### src/rtl/skvb_pkg.sv
// shared constants, codes and request/result types for the sorted key/value buffer
// no dependencies
`timescale 1ns / 1ps

package skvb_pkg;

  localparam int CAPACITY    = 32;
  localparam int KEY_WIDTH   = 32;
  localparam int VALUE_WIDTH = 32;
  localparam int CNT_W       = $clog2(CAPACITY + 1);

  // command codes, code three is reserved and acts as find
  localparam logic [1:0] CMD_FIND   = 2'd0;
  localparam logic [1:0] CMD_INSERT = 2'd1;
  localparam logic [1:0] CMD_ERASE  = 2'd2;

  // status codes
  localparam logic [1:0] STAT_DONE    = 2'd0;
  localparam logic [1:0] STAT_UPDATED = 2'd1;
  localparam logic [1:0] STAT_ABSENT  = 2'd2;
  localparam logic [1:0] STAT_FULL    = 2'd3;

  typedef struct packed {
    logic [1:0]             cmd;
    logic [KEY_WIDTH-1:0]   req_key;
    logic [VALUE_WIDTH-1:0] req_value;
  } req_t;

  typedef struct packed {
    logic [1:0]             status;
    logic [VALUE_WIDTH-1:0] found_value;
    logic [CNT_W-1:0]       entry_total;
  } rsp_t;

  // what one cell shows its neighbors
  typedef struct packed {
    logic                   lt;
    logic [KEY_WIDTH-1:0]   key;
    logic [VALUE_WIDTH-1:0] value;
  } link_t;

  // broadcast control from the sequencer to every cell
  typedef struct packed {
    logic compare_en;
    logic ins;
    logic ers;
    logic upd;
  } cell_ctrl_t;

endpackage

### src/rtl/skvb_cell.sv
// one storage cell of the sorted key/value buffer: holds a pair and its compare flags
// depends on skvb_pkg
`timescale 1ns / 1ps

module skvb_cell (
  input  logic                            clk,
  input  skvb_pkg::cell_ctrl_t            ctrl,
  input  logic                            occupied,
  input  logic [skvb_pkg::KEY_WIDTH-1:0]  cmp_key,
  input  logic [skvb_pkg::KEY_WIDTH-1:0]  new_key,
  input  logic [skvb_pkg::VALUE_WIDTH-1:0] new_value,
  input  skvb_pkg::link_t                 left,
  input  skvb_pkg::link_t                 right,
  output skvb_pkg::link_t                 link,
  output logic                            eq
);
  import skvb_pkg::*;

  logic [KEY_WIDTH-1:0]   key;
  logic [VALUE_WIDTH-1:0] value;
  logic                   lt;

  assign link.lt    = lt;
  assign link.key   = key;
  assign link.value = value;

  // flags are taken when the request is accepted
  always_ff @(posedge clk) begin
    if (ctrl.compare_en) begin
      lt <= occupied && (key < cmp_key);
      eq <= occupied && (key == cmp_key);
    end
  end

  always_ff @(posedge clk) begin
    if (ctrl.upd && eq) begin
      value <= new_value;
    end else if (ctrl.ins && !lt) begin
      if (left.lt) begin
        key   <= new_key;
        value <= new_value;
      end else begin
        key   <= left.key;
        value <= left.value;
      end
    end else if (ctrl.ers && !lt) begin
      key   <= right.key;
      value <= right.value;
    end
  end

endmodule

### config.mk
export PLATFORM = sky130hd
export DESIGN_NAME = skvb_cell
export DESIGN_NICKNAME = d
export VERILOG_FILES = /design/src/rtl/skvb_pkg.sv /design/src/rtl/skvb_cell.sv
export SDC_FILE = /design/constraint.sdc
export NUM_CORES = 1
export LEC_CHECK = 0
export ABC_AREA = 0
export BUFFER_PORTS_ARGS = -buffer_cell sky130_fd_sc_hd__buf_2
export CAP_MARGIN = 15
export CELL_PAD_IN_SITES_DETAIL_PLACEMENT = 1
export CELL_PAD_IN_SITES_GLOBAL_PLACEMENT = 2
export CORE_MARGIN = 5
export CORE_UTILIZATION = 26
export CTS_CLUSTER_DIAMETER = 120
export DETAILED_ROUTE_END_ITERATION = 16
export PLACE_DENSITY_LB_ADDON = 0.15
export SYNTH_ARGS = -nofsm -noshare
export SYNTH_HDL_FRONTEND = slang
export SYNTH_SLANG_ARGS = --single-unit
### constraint.sdc
create_clock -name clk -period 5.2 [get_ports clk]
set_input_delay 0.52 -clock clk [delete_from_list [all_inputs] [get_ports clk]]
set_output_delay 0.52 -clock clk [all_outputs]
set_load 0.01 [all_outputs]
==> run summary <==
Ys Warns: 0
Tmin final: 2.63 ns
Vias: 4,126
Initial Utilization: 26.3%
Netlist cell types: 38
Area added between synthesis and finish: 41.7%
Drt total wl: 16,300 µm
Root buffer cell: clkbuf_16
Clock buffer depth: 2
Worst-Margin Slew: 1.05 ns
#FFs+latches synth: 66
Die Area: 20,100 µm²
GRT Overall Usage: 15.6%
Post-cts sizing count: 0
Post-synthesis sequential area ratio: 43.9%
Hold Crit Start: ctrl[3]
Htree depth: 3
Cell depth of the worst setup path: 3
Max-slew violations: 0
Reg2Reg Launch Point: eq
Crit path DAT: 2.69 ns
Core box area: 17,200 µm²
Routability congestion estimate: 0.787
WL per Instance: 17.6 µm
Non-Filler Instances: 923
Crit end category: register
Clk sinks: 66
Clock-pin slew on the worst setup and hold paths: 0.05 ns
Register area: 1980 µm²
Worst hold stages: 1
Post-CTS Setup Inserts: 0
Die W: 142 µm
First-pass GRT wire length: 24,300 µm
Hold-fix buffers, CTS: 0
Via-to-Cell Ratio: 4.47
Gr ovfl total: 0
Post-placement cell count: 905
Pre-antenna DRT Iters: 4
Reg2Reg Depth: 3
Die H: 142 µm
Status: completed
Footprint of the multi-input gates: 2240 µm²
Layout cell share with drive strength beyond 1: 58.9%
R2r setup slk: 2.57 ns
Proportion of netlist area held by the largest area contributor: 43.9%
CP max FO: 33
Met2 Use GR: 27.4%
Post-DRT Antenna Nets: 0
Max_cap viols: 0
Slew headroom: 29.7%
CP peak stage delay: 0.76 ns
Max VDD drop: 149 µV
Leakage Power: 3.04 nW
Buf/Inv on CP: 1
IO Port Bufs: 296
Synth Instances: 405
FILL cells: 2,029
Critical path type: register to register
WHS Endpoint: lt
Unrepaired setup endpoints after global routing: false
CTS tree: done
FF-to-FF End: value[22]
PwrDens: 257 nW/µm²
Final critical-path share of the clock period: 50.5%
Layer with the highest usage: met2
M3 GR Usage: 5.83%
Initial DRC count: 151
Clock Skew: 0.00440 ns
Top cell family by delay on the critical path: simple AND/OR/NAND/NOR gates
Ports: 298
Post-route DRC: 0
# setup viols final: 0
Mean post-synth cell area: 11.2 µm²
Net Count, Synth: 669
Cells along the critical path: nand2_2, nand2_1, buf_4
CP Launch Type: register
HP Class: primary input to register
Crit path required time: 5.26 ns
GR Util met1: 17.3%
CTS buffer count: 9
Synth Cell Area: 4520 µm²
Antenna violations before repair: 4
Row cnt: 48
Setup TNS: 0 ns
Detail Placement HPWL: 13,500 µm
Top post-synthesis cells by area: edfxtp_1 (44%), ha_1 (8.9%), o22ai_2 (8.3%)
Largest area contributor in the netlist: edfxtp_1
Nets@finish: 955
Worst path slowest cell: nand2_2
Largest net degree at the start of global routing: 65
Vias in the first global route: 4,589
Fin. Hold Viols: 0
Clk_lat worst skew: 0.33 ns
Fmax: 381 MHz
kinds of logic after synthesis:
family | count (synthesis) | share of synthesized area [%]
fa+ha+maj | 32 | 8.86
mux | 32 | 7.09
simple gates | 95 | 11.1
flops | 66 | 43.9
compound gates | 123 | 22.3
buf+inv | 57 | 6.73
worst reg2reg max path, stage by stage, from the launching register on:
cell and delay (ns):
edfxtp_1 0.44, nand2_2 0.76, nand2_1 0.72, buf_4 0.44
metrics by stage:
stage                     hold slack, ns  worst slack [ns]  cell area, µm²  util (%)  power [mW]
after CTS                          0.385              2.45            6390      37.2        1.68
after detailed placement           0.743              2.30            6140      35.7        1.12
after floorplan                    0.632              2.70            4520         -       0.925
after global placement             0.739              2.39            6140      35.7        1.11
after global routing               0.399              2.34            6400      37.2        1.74
final                              0.404              2.57            6400      37.3        1.65
cells in the mapped netlist, drive strengths merged:
cell type	instances
a211oi	2
a21o	3
a21oi	44
a2bb2oi	1
and2	1
buf	20
clkbuf	5
edfxtp	66
ha	32
inv	32
mux2i	32
nand2	40
nand2b	2
nand3	1
nand4	7
nand4b	1
nor2	36
nor2b	3
nor4	4
o211a	1
o211ai	1
o21a	2
o21ai	35
o21bai	1
o221a	1
o22ai	32
cell type report:
class	instances	share of cell area, %
diodes	2	0.0782
clock buffers	12	3.70
clock inverters	4	0.293
inverters	32	1.88
multi-input cells	282	35.1
flip-flops and latches	66	31.0
well taps	225	4.40
repair buffers	300	23.6
registers in the layout (all words and copies together), names as in the netlist:
name,count
eq,1
key,32
lt,1
value,32
routing by layer:
layer	routed length (µm)	vias to the layer above	share of wire, %
met5	41	-	0.25
li1	-	2066	-
met3	1520	27	9.3
met2	8060	191	50
met1	6310	1836	39
met4	323	6	2.0
placed cells by master, fill, tap and decap left out, types with 2 or more instances in the layout:
master / instances
a21oi_2: 30
buf_2: 296
o22ai_1: 2
nor2_2: 30
clkinv_2: 3
inv_1: 32
a21oi_1: 13
diode_2: 2
nand4_1: 7
nor4_1: 3
nor2b_1: 2
o21a_1: 2
clkbuf_16: 9
nor2_1: 5
a21o_1: 3
mux2i_1: 32
edfxtp_1: 66
clkbuf_1: 3
ha_1: 32
o21ai_0: 34
nand2_1: 39
o22ai_2: 30
buf_4: 4
worst max path at each step:
stage / startpoint / end
global placement: ctrl[0] / value[29]
finish: eq / value[22]
detailed placement: ctrl[0] / value[29]
floorplan: ctrl[0] / key[0]
global route: eq / value[22]
CTS: eq / value[22]
report_power, final:
| part | internal, mW | switching [mW] |
|---|---|---|
| registers | 0.657 | 0.0204 |
| clock network | 0.319 | 0.227 |
| logic | 0.195 | 0.227 |
| total | 1.17 | 0.474 |
No activity file was read; power rests on OpenSTA's default activity.
